===== src/rtl/core/rtcc_pkg.sv =====
// ----------------------------------------------------------------------------
// rtcc_pkg: shared constants and calendar tables
// Pipeline depth, time constants, reciprocal multipliers and month tables.
// ----------------------------------------------------------------------------
package rtcc_pkg;

    // Pipeline depth: one load enable per stage
    localparam int NSTAGE    = 11;
    // Stage at which the tick count and elapsed value are finished
    localparam int TICK_LAST = 4;

    typedef logic [NSTAGE-1:0] stage_vec_t;

    // Month correction masks, two bits per month index
    localparam logic [23:0] CORR_NORM = 24'h99AAA0;
    localparam logic [23:0] CORR_LEAP = 24'h445550;
    localparam logic [3:0]  MONTHS    = 4'd12;

    // Time constants
    localparam logic [16:0] SEC_PER_DAY   = 17'd86400;
    localparam logic [11:0] SEC_PER_HOUR  = 12'd3600;
    localparam logic [5:0]  SEC_PER_MIN   = 6'd60;
    localparam logic [6:0]  TICKS_PER_SEC = 7'd100;
    localparam logic [10:0] DAYS_PER_4YR  = 11'd1461;

    // Reciprocals: x/100 over 32 bits, (x>>7)/675, (x>>4)/225, (x>>2)/15
    localparam logic [31:0] RECIP_100 = 32'h51EB851F;
    localparam logic [19:0] RECIP_675 = 20'd795365;
    localparam logic [12:0] RECIP_225 = 13'd4661;
    localparam logic [10:0] RECIP_15  = 11'd1093;

    // Days before the given month index (0 is January), leap or normal year
    function automatic logic [8:0] cum_days(input logic [3:0] m1, input logic leap);
        logic [9:0]  half;
        logic [23:0] mask;
        logic [1:0]  corr;
        half = (10'(m1) * 10'd61 + 10'd1) >> 1;
        mask = leap ? CORR_LEAP : CORR_NORM;
        if (m1 < MONTHS)
        begin
            corr = mask[{m1, 1'b0} +: 2];
        end
        else
        begin
            corr = 2'd0;
        end
        return 9'(half - 10'(corr));
    endfunction

    // Month length; indices outside the year count as 31 days
    function automatic logic [4:0] month_len(input logic [3:0] m1, input logic leap);
        logic [4:0] len;
        unique case (m1)
            4'd1:                      len = leap ? 5'd29 : 5'd28;
            4'd3, 4'd5, 4'd8, 4'd10:   len = 5'd30;
            default:                   len = 5'd31;
        endcase
        return len;
    endfunction

    // Reciprocal of a month length, scaled by 2^15
    function automatic logic [10:0] day_recip(input logic [4:0] len);
        logic [10:0] r;
        unique case (len)
            5'd28:   r = 11'd1171;
            5'd29:   r = 11'd1130;
            5'd30:   r = 11'd1093;
            default: r = 11'd1058;
        endcase
        return r;
    endfunction

endpackage


===== src/rtl/core/rtcc_ctrl.sv =====
// ----------------------------------------------------------------------------
// rtcc_ctrl: pipeline valid tracking
// Per-stage valid bits with bubble collapsing; issues load enables.
// ----------------------------------------------------------------------------
module rtcc_ctrl (
    input  logic               clk,
    input  logic               rst_n,
    input  logic               s_tvalid,
    output logic               s_tready,
    output logic               m_tvalid,
    input  logic               m_tready,
    output rtcc_pkg::stage_vec_t ld
);
    import rtcc_pkg::*;

    stage_vec_t valid_reg;
    stage_vec_t valid_next;
    stage_vec_t rdy;
    stage_vec_t prev_valid;

    // A stage takes a request when it is empty or its content moves on
    always_comb
    begin
        rdy[NSTAGE-1] = !valid_reg[NSTAGE-1] || m_tready;
        for (int i = NSTAGE - 2; i >= 0; i--)
        begin
            rdy[i] = !valid_reg[i] || rdy[i+1];
        end
        prev_valid = {valid_reg[NSTAGE-2:0], s_tvalid};
        ld         = rdy & prev_valid;
        for (int i = 0; i < NSTAGE; i++)
        begin
            valid_next[i] = rdy[i] ? prev_valid[i] : valid_reg[i];
        end
    end

    always_ff @(posedge clk or negedge rst_n)
    begin
        if (!rst_n)
        begin
            valid_reg <= '0;
        end
        else
        begin
            valid_reg <= valid_next;
        end
    end

    assign s_tready = rdy[0];
    assign m_tvalid = valid_reg[NSTAGE-1];

endmodule


===== src/rtl/core/rtcc_ticks.sv =====
// ----------------------------------------------------------------------------
// rtcc_ticks: calendar to 100 Hz ticks
// Date to day count, seconds, ticks; holds the reference and gives elapsed.
// ----------------------------------------------------------------------------
module rtcc_ticks (
    input  logic                 clk,
    input  logic                 rst_n,
    input  rtcc_pkg::stage_vec_t ld,
    input  logic                 func,
    input  logic [6:0]           year,
    input  logic [3:0]           month,
    input  logic [4:0]           day,
    input  logic [4:0]           hour,
    input  logic [5:0]           minute,
    input  logic [5:0]           second,
    output logic [31:0]          ticks,
    output logic [31:0]          elapsed
);
    import rtcc_pkg::*;

    logic        t1_func_reg;
    logic [6:0]  t1_year_reg;
    logic [3:0]  t1_m1_reg;
    logic [4:0]  t1_day_reg;
    logic [4:0]  t1_hour_reg;
    logic [5:0]  t1_min_reg;
    logic [5:0]  t1_sec_reg;
    logic        t2_func_reg;
    logic [31:0] t2_days_reg;
    logic [16:0] t2_sod_reg;
    logic        t3_func_reg;
    logic [31:0] t3_secs_reg;
    logic        t4_func_reg;
    logic [31:0] t4_now_reg;
    logic [31:0] ref_reg;
    logic [31:0] now_dly_reg     [NSTAGE-1:TICK_LAST];
    logic [31:0] elapsed_dly_reg [NSTAGE-1:TICK_LAST];

    logic [17:0] year_days;
    logic [15:0] base_days;
    logic [8:0]  month_days;
    logic [31:0] days;
    logic [16:0] sod;

    // Day count since 2000 and seconds of day
    always_comb
    begin
        year_days  = 18'(t1_year_reg) * 18'(DAYS_PER_4YR) + 18'd3;
        base_days  = year_days[17:2];
        month_days = cum_days(t1_m1_reg, t1_year_reg[1:0] == 2'b00);
        days       = 32'(base_days) + 32'(month_days) + 32'(t1_day_reg) - 32'd1;
        sod        = 17'(t1_hour_reg) * 17'(SEC_PER_HOUR)
                   + 17'(t1_min_reg) * 17'(SEC_PER_MIN) + 17'(t1_sec_reg);
    end

    always_ff @(posedge clk)
    begin
        // Stage 1: request fields
        if (ld[0])
        begin
            t1_func_reg <= func;
            t1_year_reg <= year;
            t1_m1_reg   <= month - 4'd1;
            t1_day_reg  <= day;
            t1_hour_reg <= hour;
            t1_min_reg  <= minute;
            t1_sec_reg  <= second;
        end
        // Stage 2: days and seconds of day
        if (ld[1])
        begin
            t2_func_reg <= t1_func_reg;
            t2_days_reg <= days;
            t2_sod_reg  <= sod;
        end
        // Stage 3: seconds since 2000
        if (ld[2])
        begin
            t3_func_reg <= t2_func_reg;
            t3_secs_reg <= t2_days_reg * 32'(SEC_PER_DAY) + 32'(t2_sod_reg);
        end
        // Stage 4: ticks
        if (ld[3])
        begin
            t4_func_reg <= t3_func_reg;
            t4_now_reg  <= t3_secs_reg * 32'(TICKS_PER_SEC);
        end
        // Stage 5: elapsed against the reference, then delay to the output
        if (ld[TICK_LAST])
        begin
            now_dly_reg[TICK_LAST]     <= t4_now_reg;
            elapsed_dly_reg[TICK_LAST] <= t4_func_reg ? 32'd0 : t4_now_reg - ref_reg;
        end
        for (int i = TICK_LAST + 1; i < NSTAGE; i++)
        begin
            if (ld[i])
            begin
                now_dly_reg[i]     <= now_dly_reg[i-1];
                elapsed_dly_reg[i] <= elapsed_dly_reg[i-1];
            end
        end
    end

    // Alarm requests set the new reference
    always_ff @(posedge clk or negedge rst_n)
    begin
        if (!rst_n)
        begin
            ref_reg <= 32'd0;
        end
        else if (ld[TICK_LAST] && t4_func_reg)
        begin
            ref_reg <= t4_now_reg;
        end
    end

    assign ticks   = now_dly_reg[NSTAGE-1];
    assign elapsed = elapsed_dly_reg[NSTAGE-1];

endmodule


===== src/rtl/core/rtcc_alarm.sv =====
// ----------------------------------------------------------------------------
// rtcc_alarm: alarm time calculator
// Splits the timeout into days/hours/minutes/seconds, adds, carries, wraps.
// ----------------------------------------------------------------------------
module rtcc_alarm (
    input  logic                 clk,
    input  rtcc_pkg::stage_vec_t ld,
    input  logic                 func,
    input  logic [6:0]           year,
    input  logic [3:0]           month,
    input  logic [4:0]           day,
    input  logic [4:0]           hour,
    input  logic [5:0]           minute,
    input  logic [5:0]           second,
    input  logic [31:0]          timeout,
    output logic [6:0]           alarm_hundredths,
    output logic [5:0]           alarm_second,
    output logic [5:0]           alarm_minute,
    output logic [4:0]           alarm_hour,
    output logic [4:0]           alarm_day
);
    import rtcc_pkg::*;

    // Fields that ride along the pipeline
    typedef struct packed {
        logic       func;
        logic [4:0] day;
        logic [4:0] hour;
        logic [5:0] minute;
        logic [5:0] second;
        logic [4:0] len;
        logic [6:0] hund;
    } alarm_ctx_t;

    alarm_ctx_t  c1_reg, c2_reg, c3_reg, c4_reg, c5_reg;
    alarm_ctx_t  c6_reg, c7_reg, c8_reg, c9_reg, c10_reg;
    logic [31:0] a1_timeout_reg;
    logic [25:0] a2_q_reg;
    logic [6:0]  a2_tlo_reg;
    logic [25:0] a3_q_reg;
    logic [8:0]  a3_d_reg, a4_d_reg, a5_d_reg, a6_d_reg, a7_d_reg;
    logic [16:0] a4_r_reg, a5_r_reg;
    logic [4:0]  a5_h_reg, a6_h_reg, a7_h_reg;
    logic [11:0] a6_rem_reg, a7_rem_reg;
    logic [5:0]  a7_mm_reg;
    logic [6:0]  a8_sec_reg, a8_min_reg;
    logic [5:0]  a8_hour_reg;
    logic [9:0]  a8_day_reg;
    logic [5:0]  a9_sec_reg, a9_min_reg;
    logic [4:0]  a9_hour_reg;
    logic [9:0]  a9_day_reg;
    logic [5:0]  a10_sec_reg, a10_min_reg;
    logic [4:0]  a10_hour_reg;
    logic [9:0]  a10_day_reg;
    logic [4:0]  a10_qd_reg;
    logic        a10_over_reg;
    logic [6:0]  out_hund_reg;
    logic [5:0]  out_sec_reg, out_min_reg;
    logic [4:0]  out_hour_reg, out_day_reg;

    alarm_ctx_t  ctx_in;
    alarm_ctx_t  ctx_hund;
    logic [3:0]  m1_in;
    logic [63:0] prod100;
    logic [38:0] prod675;
    logic [25:0] prod225;
    logic [20:0] prod15;
    logic [20:0] prod_day;
    logic [6:0]  hund;
    logic [5:0]  ss;
    logic [6:0]  min_c;
    logic [5:0]  hour_c;
    logic [1:0]  cs, cm, ch;
    logic [5:0]  sec_n, min_n;
    logic [4:0]  hour_n;
    logic [4:0]  day_n;
    logic [9:0]  day_rem;

    // Request context, month length from the calendar table
    always_comb
    begin
        m1_in         = month - 4'd1;
        ctx_in.func   = func;
        ctx_in.day    = day;
        ctx_in.hour   = hour;
        ctx_in.minute = minute;
        ctx_in.second = second;
        ctx_in.len    = (m1_in < MONTHS) ? month_len(m1_in, year[1:0] == 2'b00) : 5'd31;
        ctx_in.hund   = 7'd0;
    end

    // Reciprocal products and remainders
    always_comb
    begin
        prod100       = 64'(a1_timeout_reg) * 64'(RECIP_100);
        hund          = a2_tlo_reg - 7'(a2_q_reg[6:0] * TICKS_PER_SEC);
        ctx_hund      = c2_reg;
        ctx_hund.hund = hund;
        prod675       = 39'(a2_q_reg[25:7]) * 39'(RECIP_675);
        prod225       = 26'(a4_r_reg[16:4]) * 26'(RECIP_225);
        prod15        = 21'(a6_rem_reg[11:2]) * 21'(RECIP_15);
        ss            = 6'(a7_rem_reg - 12'(a7_mm_reg) * 12'(SEC_PER_MIN));
        prod_day      = 21'(a9_day_reg) * 21'(day_recip(c9_reg.len));
        day_rem       = a10_day_reg - 10'(a10_qd_reg) * 10'(c10_reg.len);
    end

    // Carry seconds into minutes, minutes into hours, hours into days
    always_comb
    begin
        if (a8_sec_reg >= 7'd120)
        begin
            sec_n = 6'(a8_sec_reg - 7'd120);
            cs    = 2'd2;
        end
        else if (a8_sec_reg >= 7'd60)
        begin
            sec_n = 6'(a8_sec_reg - 7'd60);
            cs    = 2'd1;
        end
        else
        begin
            sec_n = a8_sec_reg[5:0];
            cs    = 2'd0;
        end
        min_c = a8_min_reg + 7'(cs);
        if (min_c >= 7'd120)
        begin
            min_n = 6'(min_c - 7'd120);
            cm    = 2'd2;
        end
        else if (min_c >= 7'd60)
        begin
            min_n = 6'(min_c - 7'd60);
            cm    = 2'd1;
        end
        else
        begin
            min_n = min_c[5:0];
            cm    = 2'd0;
        end
        hour_c = a8_hour_reg + 6'(cm);
        if (hour_c >= 6'd48)
        begin
            hour_n = 5'(hour_c - 6'd48);
            ch     = 2'd2;
        end
        else if (hour_c >= 6'd24)
        begin
            hour_n = 5'(hour_c - 6'd24);
            ch     = 2'd1;
        end
        else
        begin
            hour_n = hour_c[4:0];
            ch     = 2'd0;
        end
        day_n = a10_over_reg ? day_rem[4:0] : a10_day_reg[4:0];
    end

    always_ff @(posedge clk)
    begin
        // Stage 1: request fields
        if (ld[0])
        begin
            c1_reg         <= ctx_in;
            a1_timeout_reg <= timeout;
        end
        // Stage 2: whole seconds of the timeout
        if (ld[1])
        begin
            c2_reg     <= c1_reg;
            a2_q_reg   <= prod100[62:37];
            a2_tlo_reg <= a1_timeout_reg[6:0];
        end
        // Stage 3: hundredths and whole days
        if (ld[2])
        begin
            c3_reg      <= ctx_hund;
            a3_q_reg    <= a2_q_reg;
            a3_d_reg    <= prod675[37:29];
        end
        // Stage 4: seconds left after the days
        if (ld[3])
        begin
            c4_reg   <= c3_reg;
            a4_d_reg <= a3_d_reg;
            a4_r_reg <= 17'(a3_q_reg - 26'(a3_d_reg) * 26'(SEC_PER_DAY));
        end
        // Stage 5: hours
        if (ld[4])
        begin
            c5_reg   <= c4_reg;
            a5_d_reg <= a4_d_reg;
            a5_r_reg <= a4_r_reg;
            a5_h_reg <= prod225[24:20];
        end
        // Stage 6: seconds left after the hours
        if (ld[5])
        begin
            c6_reg     <= c5_reg;
            a6_d_reg   <= a5_d_reg;
            a6_h_reg   <= a5_h_reg;
            a6_rem_reg <= 12'(a5_r_reg - 17'(a5_h_reg) * 17'(SEC_PER_HOUR));
        end
        // Stage 7: minutes
        if (ld[6])
        begin
            c7_reg     <= c6_reg;
            a7_d_reg   <= a6_d_reg;
            a7_h_reg   <= a6_h_reg;
            a7_rem_reg <= a6_rem_reg;
            a7_mm_reg  <= prod15[19:14];
        end
        // Stage 8: add the offset to the current time
        if (ld[7])
        begin
            c8_reg      <= c7_reg;
            a8_sec_reg  <= 7'(c7_reg.second) + 7'(ss);
            a8_min_reg  <= 7'(c7_reg.minute) + 7'(a7_mm_reg);
            a8_hour_reg <= 6'(c7_reg.hour) + 6'(a7_h_reg);
            a8_day_reg  <= 10'(c7_reg.day) + 10'(a7_d_reg);
        end
        // Stage 9: carries
        if (ld[8])
        begin
            c9_reg      <= c8_reg;
            a9_sec_reg  <= sec_n;
            a9_min_reg  <= min_n;
            a9_hour_reg <= hour_n;
            a9_day_reg  <= a8_day_reg + 10'(ch);
        end
        // Stage 10: day quotient by the month length
        if (ld[9])
        begin
            c10_reg      <= c9_reg;
            a10_sec_reg  <= a9_sec_reg;
            a10_min_reg  <= a9_min_reg;
            a10_hour_reg <= a9_hour_reg;
            a10_day_reg  <= a9_day_reg;
            a10_qd_reg   <= prod_day[19:15];
            a10_over_reg <= a9_day_reg > 10'(c9_reg.len);
        end
        // Stage 11: day wrap; query requests give zero alarm fields
        if (ld[10])
        begin
            out_hund_reg <= c10_reg.func ? c10_reg.hund : 7'd0;
            out_sec_reg  <= c10_reg.func ? a10_sec_reg  : 6'd0;
            out_min_reg  <= c10_reg.func ? a10_min_reg  : 6'd0;
            out_hour_reg <= c10_reg.func ? a10_hour_reg : 5'd0;
            out_day_reg  <= c10_reg.func ? day_n        : 5'd0;
        end
    end

    assign alarm_hundredths = out_hund_reg;
    assign alarm_second     = out_sec_reg;
    assign alarm_minute     = out_min_reg;
    assign alarm_hour       = out_hour_reg;
    assign alarm_day        = out_day_reg;

endmodule


===== src/rtl/core/rtc_calendar_tick_and_alarm.sv =====
// A result leaves the last pipeline stage; while the output is not stalled,
// one request is taken per cycle. The 11-stage pipeline is set by the
// chain of reciprocal multiplies that splits the timeout into time units.
// Stages advance independently, so bubbles close up under output stalls.
// Reset (rst_n low, asynchronous) empties the pipeline and clears the
// stored tick reference to zero.
// ----------------------------------------------------------------------------
// rtc_calendar_tick_and_alarm: calendar ticks, elapsed time and alarm time
// Converts a calendar time to 100 Hz ticks since 2000, reports the time
// elapsed since the stored reference, and computes alarm time fields.
// ----------------------------------------------------------------------------
module rtc_calendar_tick_and_alarm (
    input  logic        clk,
    input  logic        rst_n,
    input  logic        s_tvalid,
    output logic        s_tready,
    // year[6:0] month[10:7] day[15:11] hour[20:16] minute[26:21]
    // second[32:27] timeout[64:33], zero fill [71:65]
    input  logic [71:0] s_tdata,
    // func[0]
    input  logic [0:0]  s_tuser,
    output logic        m_tvalid,
    input  logic        m_tready,
    // ticks[31:0] elapsed[63:32] alarm_hundredths[70:64] alarm_second[76:71]
    // alarm_minute[82:77] alarm_hour[87:83] alarm_day[92:88], zero fill [95:93]
    output logic [95:0] m_tdata
);
    import rtcc_pkg::*;

    stage_vec_t  ld;
    logic        func;
    logic [6:0]  year;
    logic [3:0]  month;
    logic [4:0]  day;
    logic [4:0]  hour;
    logic [5:0]  minute;
    logic [5:0]  second;
    logic [31:0] timeout;
    logic [31:0] ticks;
    logic [31:0] elapsed;
    logic [6:0]  alarm_hundredths;
    logic [5:0]  alarm_second;
    logic [5:0]  alarm_minute;
    logic [4:0]  alarm_hour;
    logic [4:0]  alarm_day;

    // Request unpacking
    assign func    = s_tuser[0];
    assign year    = s_tdata[6:0];
    assign month   = s_tdata[10:7];
    assign day     = s_tdata[15:11];
    assign hour    = s_tdata[20:16];
    assign minute  = s_tdata[26:21];
    assign second  = s_tdata[32:27];
    assign timeout = s_tdata[64:33];

    rtcc_ctrl u_ctrl (
        .clk      (clk),
        .rst_n    (rst_n),
        .s_tvalid (s_tvalid),
        .s_tready (s_tready),
        .m_tvalid (m_tvalid),
        .m_tready (m_tready),
        .ld       (ld)
    );

    rtcc_ticks u_ticks (
        .clk     (clk),
        .rst_n   (rst_n),
        .ld      (ld),
        .func    (func),
        .year    (year),
        .month   (month),
        .day     (day),
        .hour    (hour),
        .minute  (minute),
        .second  (second),
        .ticks   (ticks),
        .elapsed (elapsed)
    );

    rtcc_alarm u_alarm (
        .clk              (clk),
        .ld               (ld),
        .func             (func),
        .year             (year),
        .month            (month),
        .day              (day),
        .hour             (hour),
        .minute           (minute),
        .second           (second),
        .timeout          (timeout),
        .alarm_hundredths (alarm_hundredths),
        .alarm_second     (alarm_second),
        .alarm_minute     (alarm_minute),
        .alarm_hour       (alarm_hour),
        .alarm_day        (alarm_day)
    );

    // Result packing
    assign m_tdata = {3'b000, alarm_day, alarm_hour, alarm_minute, alarm_second,
                      alarm_hundredths, elapsed, ticks};

endmodule

===== config.mk =====
export PLATFORM = sky130hd
export DESIGN_NAME = rtc_calendar_tick_and_alarm
export DESIGN_NICKNAME = d
export VERILOG_FILES = /design/src/rtl/core/rtcc_pkg.sv /design/src/rtl/core/rtcc_ctrl.sv /design/src/rtl/core/rtcc_ticks.sv /design/src/rtl/core/rtcc_alarm.sv /design/src/rtl/core/rtc_calendar_tick_and_alarm.sv
export SDC_FILE = /design/constraint.sdc
export NUM_CORES = 2
export LEC_CHECK = 0
export ABC_CLOCK_PERIOD_IN_PS = 9450
export BUFFER_PORTS_ARGS = -buffer_cell sky130_fd_sc_hd__buf_2
export CORE_UTILIZATION = 40
export CTS_BUF_LIST = sky130_fd_sc_hd__clkbuf_4 sky130_fd_sc_hd__clkbuf_8
export CTS_CLUSTER_DIAMETER = 100
export DETAILED_ROUTE_END_ITERATION = 6
export HOLD_SLACK_MARGIN = 0.02
export SETUP_SLACK_MARGIN = 0.2
export SLEW_MARGIN = 40
export SYNTH_ARGS = -nofsm -noshare
export SYNTH_HDL_FRONTEND = slang
export SYNTH_HIERARCHICAL = 1
export SYNTH_SLANG_ARGS = --single-unit

===== constraint.sdc =====
create_clock -name clk -period 9.45 [get_ports clk]
set_input_delay 0.945 -clock clk [delete_from_list [all_inputs] [get_ports clk]]
set_output_delay 0.945 -clock clk [all_outputs]
set_load 0.01 [all_outputs]

# Word level (Yosys, flattened, before mapping)
# Memories as Yosys holds them, arrays and structs flattened.
# Cells that the tools add are included.
[totals] out_inout_bits=98 n_memories=2 ramBits=448 wordCells=235 in_bits=77 regBits=742
[memory_table] name="u_ticks.elapsed_dly_reg" words=7 width=32 read_ports=7 rd_ports_with_merged_regs=0 wr=7 line_no="rtcc_ticks.sv:37" rtl="logic [31:0] elapsed_dly_reg [NSTAGE-1:TICK_LAST];"
[memory_table] name="u_ticks.now_dly_reg" words=7 width=32 read_ports=7 rd_ports_with_merged_regs=0 wr=7 line_no="rtcc_ticks.sv:36" rtl="logic [31:0] now_dly_reg [NSTAGE-1:TICK_LAST];"
[classes] shift=1 n_bitwise=1 n_reduce_logical=26 mux=33 eq_ne=8 addsub=29 magnitude_cmp=9 n_mul=16
[op_table] operator="$mul A32 B31 Y63 const B" count=1
[op_table] operator="$mul A19 B20 Y38 const B" count=1
[op_table] operator="$add A32 B17 Y32" count=1
[op_table] operator="$add A32 B5 Y32" count=1
[op_table] operator="$mul A32 B10 Y25 const B" count=1
[op_table] operator="$mul A32 B5 Y30 const B" count=1
[op_table] operator="$mux W32" count=1
[op_table] operator="$sub A32 B1 Y32 const B" count=1
[op_table] operator="$sub A32 B32 Y32" count=1
[op_table] operator="$mul A13 B13 Y25 const B" count=1
[op_table] operator="$mux W24" count=1
[op_table] operator="$mux W6" count=4
[op_table] operator="$pmux W8 S3" count=1
[op_table] operator="$shiftx A24 B6 Y2" count=1
[op_table] operator="$sub A6 B6 Y6 const B" count=4
[op_table] operator="$mul A10 B11 Y20" count=1
[op_table] operator="$mul A10 B11 Y20 const B" count=1
[op_table] operator="$add A18 B2 Y18 const B" count=1
[op_table] operator="$mul A7 B11 Y18 const B" count=1
[op_table] operator="$mux W1" count=18
[op_table] operator="$add A16 B9 Y17" count=1
[op_table] operator="$add A17 B12 Y17" count=1
[op_table] operator="$add A17 B6 Y17" count=1
[op_table] operator="$sub A17 B17 Y17" count=1
[op_table] operator="42 further kinds" count=76

# Logic depth before layout (Yosys ltp)
[depth] ltp_word=15 ltp_mapped=34 ltp_nobuf=33

# Cells and area by module
# Netlist, hierarchy kept.
[by_module_without_submodules] mod="rtcc_alarm" area_per_inst_um2=48250.0 cells_each=3844 seq_area_each_um2=16485.8 instances=1
[by_module_without_submodules] mod="rtcc_ticks" area_per_inst_um2=30543.0 cells_each=2196 seq_area_each_um2=17356.6 instances=1
[by_module_without_submodules] mod="rtcc_ctrl" area_per_inst_um2=561.8 cells_each=50 seq_area_each_um2=275.3 instances=1
[by_module_without_submodules] mod="rtc_calendar_tick_and_alarm" area_per_inst_um2=26.3 cells_each=4 seq_area_each_um2=0.0 instances=1

# Least setup slack after synthesis
# Ideal clock, no wire load.
[synth_timing] kind="input to register" startpoint="in m_tready" endpoint="reg u_alarm.a10_day_reg[0], enable pin" path_buffers=0 cell_stages=2 arrival_time_ns=8.090 required_ns=8.746 setup_slack_ns=0.655 path_cell_list="nor2b_1 a21boi_0"
[synth_between] elab_chain_cells=3
[synth_rtl] item="start: declaration" line_no="rtc_calendar_tick_and_alarm.sv:23" rtl="input logic m_tready,"
[synth_rtl] item="$logic_or A1 B1 Y1" line_no="rtcc_ctrl.sv:24" rtl="rdy[NSTAGE-1] = !valid_reg[NSTAGE-1] || m_tready;"
[synth_rtl] item="$logic_or A1 B1 Y1" line_no="rtcc_ctrl.sv:27" rtl="rdy[i] = !valid_reg[i] || rdy[i+1];"
[synth_rtl] item="$and A11 B11 Y11" line_no="rtcc_ctrl.sv:30" rtl="ld = rdy & prev_valid;"
[synth_rtl] item="named net ld[9]" line_no="rtc_calendar_tick_and_alarm.sv:30" rtl="stage_vec_t ld;"
[synth_rtl] item="end signal: assignment" line_no="rtcc_alarm.sv:239" rtl="a10_day_reg <= a9_day_reg;"
[synth_rtl] item="end: declaration" line_no="rtcc_alarm.sv:54" rtl="logic [9:0] a10_day_reg;"
# The timed path passes the listed nets, and every way through them passes these cells.
# A chain may end at the register's enable or synchronous reset.

# Worst setup path after layout
[layout_timing] startpoint="reg u_alarm.a1_timeout_reg[5]" endpoint="reg u_alarm.a2_q_reg[20], data pin"
[layout_between] elab_chain_cells=1
[layout_rtl] item="start: declaration" line_no="rtcc_alarm.sv:37" rtl="logic [31:0] a1_timeout_reg;"
[layout_rtl] item="start signal: assignment" line_no="rtcc_alarm.sv:166" rtl="a1_timeout_reg <= timeout;"
[layout_rtl] item="$mul A32 B31 Y63" line_no="rtcc_alarm.sv:95" rtl="prod100 = 64'(a1_timeout_reg) * 64'(RECIP_100);"
[layout_rtl] item="named net u_alarm.prod100[57]" line_no="rtcc_alarm.sv:64" rtl="logic [63:0] prod100;"
[layout_rtl] item="end signal: assignment" line_no="rtcc_alarm.sv:172" rtl="a2_q_reg <= prod100[62:37];"
[layout_rtl] item="end: declaration" line_no="rtcc_alarm.sv:38" rtl="logic [25:0] a2_q_reg;"
# The timed path passes the listed nets, and every way through them passes these cells.

==> impl_metrics.prom <==
# TYPE chip_impl_metric gauge
chip_impl_metric{name="htree_num_levels",unit=""} 4
chip_impl_metric{name="postRouteWirelength",unit="mm"} 146.6
chip_impl_metric{name="yosys_register_bits",unit=""} 1143
chip_impl_metric{name="slew_viols_final",unit=""} 0
chip_impl_metric{name="period_needed",unit="ns"} 8.395
chip_impl_info{name="combinational_family_with_the_most_area_after_synthesis",value="adder cells"} 1
chip_impl_metric{name="grt_pass1_wl",unit="mm"} 238.5
chip_impl_metric{name="post-cts-setup-buffer-count",unit=""} 0
chip_impl_metric{name="syn-mean-instance-area",unit="um^2"} 13.03
chip_impl_metric{name="final_layout_size_suffix_gt1_share",unit="%"} 9.140
chip_impl_info{name="origin_of_the_critical_flop_to_flop_path",value="u_alarm/a1_timeout_reg[5]$_DFFE_PP_"} 1
chip_impl_metric{name="yosys_warning_count",unit=""} 6
chip_impl_metric{name="synth_enable_flop_cells",unit=""} 1102
chip_impl_metric{name="cts-buffers-inserted",unit=""} 190
chip_impl_metric{name="max_freq",unit="GHz"} 0.1191
chip_impl_metric{name="period_share",unit="%"} 88.83
chip_impl_metric{name="start_util",unit="%"} 40.25
chip_impl_metric{name="post_synth_num_cell_types",unit=""} 94
chip_impl_metric{name="worst_hold_slack",unit="ns"} 0.2100
chip_impl_metric{name="worstPathMaxFanout",unit=""} 8
chip_impl_metric{name="port-buffer-count",unit=""} 160
chip_impl_metric{name="syn-instance-count",unit=""} 6094
chip_impl_info{name="status",value="complete, no violations"} 1
chip_impl_metric{name="number_of_drc_markers_in_iteration_0",unit=""} 1541
chip_impl_metric{name="setup_total_negative_slack",unit="ns"} 0
chip_impl_metric{name="fp.dieArea",unit="mm^2"} 0.2002
chip_impl_info{name="rr_endpoint",value="u_alarm/a2_q_reg[20]$_DFFE_PP_"} 1
chip_impl_metric{name="grt-ovfl-total",unit=""} 0
chip_impl_metric{name="post-route-drc-count",unit=""} 0
chip_impl_info{name="clock_tree_from_tritoncts",value="done"} 1
chip_impl_metric{name="synth.mux.area_fraction",unit="%"} 0.4997
chip_impl_metric{name="area_fraction_in_compound_gates_after_synthesis",unit="%"} 5.160
chip_impl_info{name="clock-root-buffer",value="clkbuf_8"} 1
chip_impl_metric{name="chipWidth",unit="um"} 447.5
chip_impl_metric{name="first_global_vias",unit=""} 46103
chip_impl_metric{name="report.final.hold_viol_count",unit=""} 0
chip_impl_metric{name="drt.antenna.violating_nets",unit=""} 0
chip_impl_metric{name="synth_xor_area_share",unit="%"} 3.427
chip_impl_metric{name="timing.clock.skew",unit="ns"} 0.05122
chip_impl_metric{name="routedWlPerCell",unit="um"} 15.96
chip_impl_metric{name="holdPathStages",unit=""} 1
chip_impl_metric{name="core",unit="mm^2"} 0.1972
chip_impl_info{name="startpoint_type",value="flop"} 1
chip_impl_metric{name="worst_ep_required_time",unit="ns"} 10.09
chip_impl_metric{name="postSynth.asyncResetShare",unit="%"} 3.587
chip_impl_info{name="path_class",value="reg -> reg"} 1
chip_impl_metric{name="total_track_usage",unit="%"} 15.21
chip_impl_info{name="cp_cell_sequence",value="inv_1 > fa_1 > inv_1 > ha_1 > fa_1 > inv_1 > fa_1 > inv_1 > fa_1 > fa_1 > fa_1 > inv_1 > fa_1 > inv_1 > ha_1 > and3_1 > and3_1 > a311oi_1 > a21boi_0 > o31a_1 > o21ai_0 > o21ai_0 > a21oi_1 > xnor2_1"} 1
chip_impl_info{name="critPathMostFrequentCell",value="fa_1"} 1
chip_impl_metric{name="max_slew.worst_pin.slew",unit="ns"} 0.8985
chip_impl_metric{name="io_pins",unit=""} 175
chip_impl_info{name="timing.hold.worst_endpoint",value="u_alarm/a1_timeout_reg[5]$_DFFE_PP_"} 1
chip_impl_metric{name="netlist_area",unit="mm^2"} 0.07938
chip_impl_metric{name="max-clock-path-buffers",unit=""} 3
chip_impl_metric{name="finalNetCount",unit=""} 8359
chip_impl_metric{name="cts_hold_buffers",unit=""} 1
chip_impl_metric{name="yosys.area_share.simple",unit="%"} 3.964
chip_impl_metric{name="firstDrtPassIters",unit=""} 5
chip_impl_metric{name="clock_insertion_delay_worst_skew",unit="ns"} 0.91
chip_impl_info{name="crit_path_end_kind",value="flop"} 1
chip_impl_metric{name="grt_start_max_net_pins",unit=""} 67
chip_impl_metric{name="max_stage_delay",unit="ns"} 0.69
chip_impl_metric{name="rr_worst_depth",unit=""} 24
chip_impl_metric{name="synthAdderAreaFrac",unit="%"} 36.58
chip_impl_metric{name="total_number_of_placement_rows",unit=""} 163
chip_impl_metric{name="detail_route.vias_per_cell",unit=""} 4.678
chip_impl_metric{name="ctsResizeCount",unit=""} 0
chip_impl_info{name="holdCritStartpoint",value="s_tdata[38]"} 1
chip_impl_info{name="cp_slowest_cell",value="edfxtp_1"} 1
chip_impl_info{name="hold_path_class",value="in -> reg"} 1
chip_impl_metric{name="filler_cell_count",unit=""} 17995
chip_impl_info{name="rsz0062_at_grt",value="no"} 1
chip_impl_metric{name="r2r_setup_slack",unit="ns"} 1.06
chip_impl_metric{name="path_clk_slew",unit="ns"} 0.06
chip_impl_metric{name="register_area",unit="mm^2"} 0.03412
chip_impl_metric{name="worstPathArrival",unit="ns"} 9.03
chip_impl_metric{name="multi_input_area",unit="mm^2"} 0.03957
chip_impl_metric{name="place_congestion",unit=""} 0.8938
chip_impl_metric{name="finalSetupViolations",unit=""} 0
chip_impl_metric{name="max-slew-margin-rel",unit="%"} 39.70
chip_impl_metric{name="clock_sinks",unit=""} 1143
chip_impl_metric{name="antenna_found_initial",unit=""} 15
chip_impl_info{name="layout.cells.most_common_list",value="inv_1, ha_1, edfxtp_1"} 1
chip_impl_metric{name="die_y",unit="um"} 447.5
chip_impl_metric{name="max_cap_violations",unit=""} 0
chip_impl_metric{name="detailroute.via_count",unit=""} 42981
chip_impl_metric{name="place_hpwl",unit="mm"} 118.0
chip_impl_info{name="dominantRegCellSynth",value="edfxtp_1"} 1
chip_impl_info{name="mostFrequentLayoutCell",value="inv_1"} 1
chip_impl_metric{name="sequential_to_total_area_share_from_yosys_stat",unit="%"} 42.98
chip_impl_metric{name="synthToLayoutAreaGrowth",unit="%"} 9.847
-- layer usage --
metal | wire length [um] | global-route usage [%]
met2 | 72920 | 26.54
met4 | 3404 | 4.457
met5 | 0 | 0
met1 | 64180 | 19.03
met3 | 6081 | 2.878
-- Yosys cell counts, types with 7 or more instances --
cell	n	area, um^2
fa_1	708	14170
nor2_1	132	495.5
a31oi_1	24	150.1
nand3_1	52	260.3
nand4_1	28	175.2
or3_1	13	81.33
nand2b_1	33	206.5
nor2b_1	44	275.3
a21oi_1	180	900.9
inv_1	1384	5195
mux2i_1	7	70.07
a211oi_1	18	135.1
nor3_1	37	185.2
edfxtp_1	1102	33090
clkbuf_1	21	78.83
ha_1	1188	14860
nor4_1	8	50.05
o21ai_0	92	460.4
o21ai_1	16	80.08
xor2_1	77	674.4
o211ai_1	18	135.1
or2_2	12	75.07
mux2_2	28	315.3
o21a_1	28	210.2
a21o_1	101	758.2
and3_1	17	106.4
o31a_1	7	61.31
o31ai_1	9	67.56
o21bai_1	34	255.2
xnor2_1	228	1997
and2_1	65	406.6
nand2_1	142	533.0
dfrtp_1	41	1026
buf_4	67	503.0
-- through the flow --
stage	cell area [um^2]	cells	setup WS, ns	utilization, %
after floorplan	79400	6099	0.6554	-
after global placement	83200	8829	1.061	42.19
after detailed placement	83220	8830	0.9248	42.20
after CTS	87120	9180	0.8824	44.18
after global routing	87190	9184	0.5551	44.21
final	87200	9187	1.055	44.21
-- worst max-delay path by stage --
stage                                             to  slack (ns)                                 from
finish                u_alarm/a2_q_reg[20]$_DFFE_PP_        1.06  u_alarm/a1_timeout_reg[5]$_DFFE_PP_
global placement      u_alarm/a2_q_reg[20]$_DFFE_PP_        1.06  u_alarm/a1_timeout_reg[5]$_DFFE_PP_
detailed placement    u_alarm/a2_q_reg[20]$_DFFE_PP_        0.92  u_alarm/a1_timeout_reg[5]$_DFFE_PP_
CTS                   u_alarm/a2_q_reg[20]$_DFFE_PP_        0.88  u_alarm/a1_timeout_reg[5]$_DFFE_PP_
global route          u_alarm/a2_q_reg[20]$_DFFE_PP_        0.56  u_alarm/a1_timeout_reg[5]$_DFFE_PP_
floorplan           u_alarm/a10_day_reg[0]$_DFFE_PP_        0.66                             m_tready
-- worst max-delay path, delay by kind of cell (launching register included) --
family / cells / cell delay (ns)
AND/OR/NAND/NOR: 2 / 0.41
flip-flops: 1 / 0.69
adder cells (fa/ha/maj): 9 / 4.38
buffers and inverters: 6 / 0.56
XOR/XNOR: 1 / 0.08
AO/OA/AOI/OAI: 6 / 2.01
-- cell type report --
| type | count | share of cell area (%) |
|---|---|---|
| diodes | 4 | 0.01148 |
| clock inverters | 86 | 0.8308 |
| repair buffers | 193 | 1.271 |
| clock buffers | 263 | 3.635 |
| well taps | 2640 | 3.788 |
| multi-input cells | 3473 | 45.37 |
| flip-flops and latches | 1143 | 39.13 |
| inverters | 1385 | 5.962 |
-- cell families (layout without fill, tap and decap cells) --
kind of cell | count (synthesis) | after routing
XOR/XNOR | 308 | 308
flip-flops | 1143 | 1143
adder cells (fa/ha/maj) | 1896 | 1896
buffers and inverters | 1483 | 1927
AND/OR/NAND/NOR | 614 | 614
multiplexers | 36 | 36
other | 2 | 11
AO/OA/AOI/OAI | 612 | 612
Power is left out: the tool's default activity adds up to more than one toggle a clock period on the data nets, which glitch-free logic cannot reach.
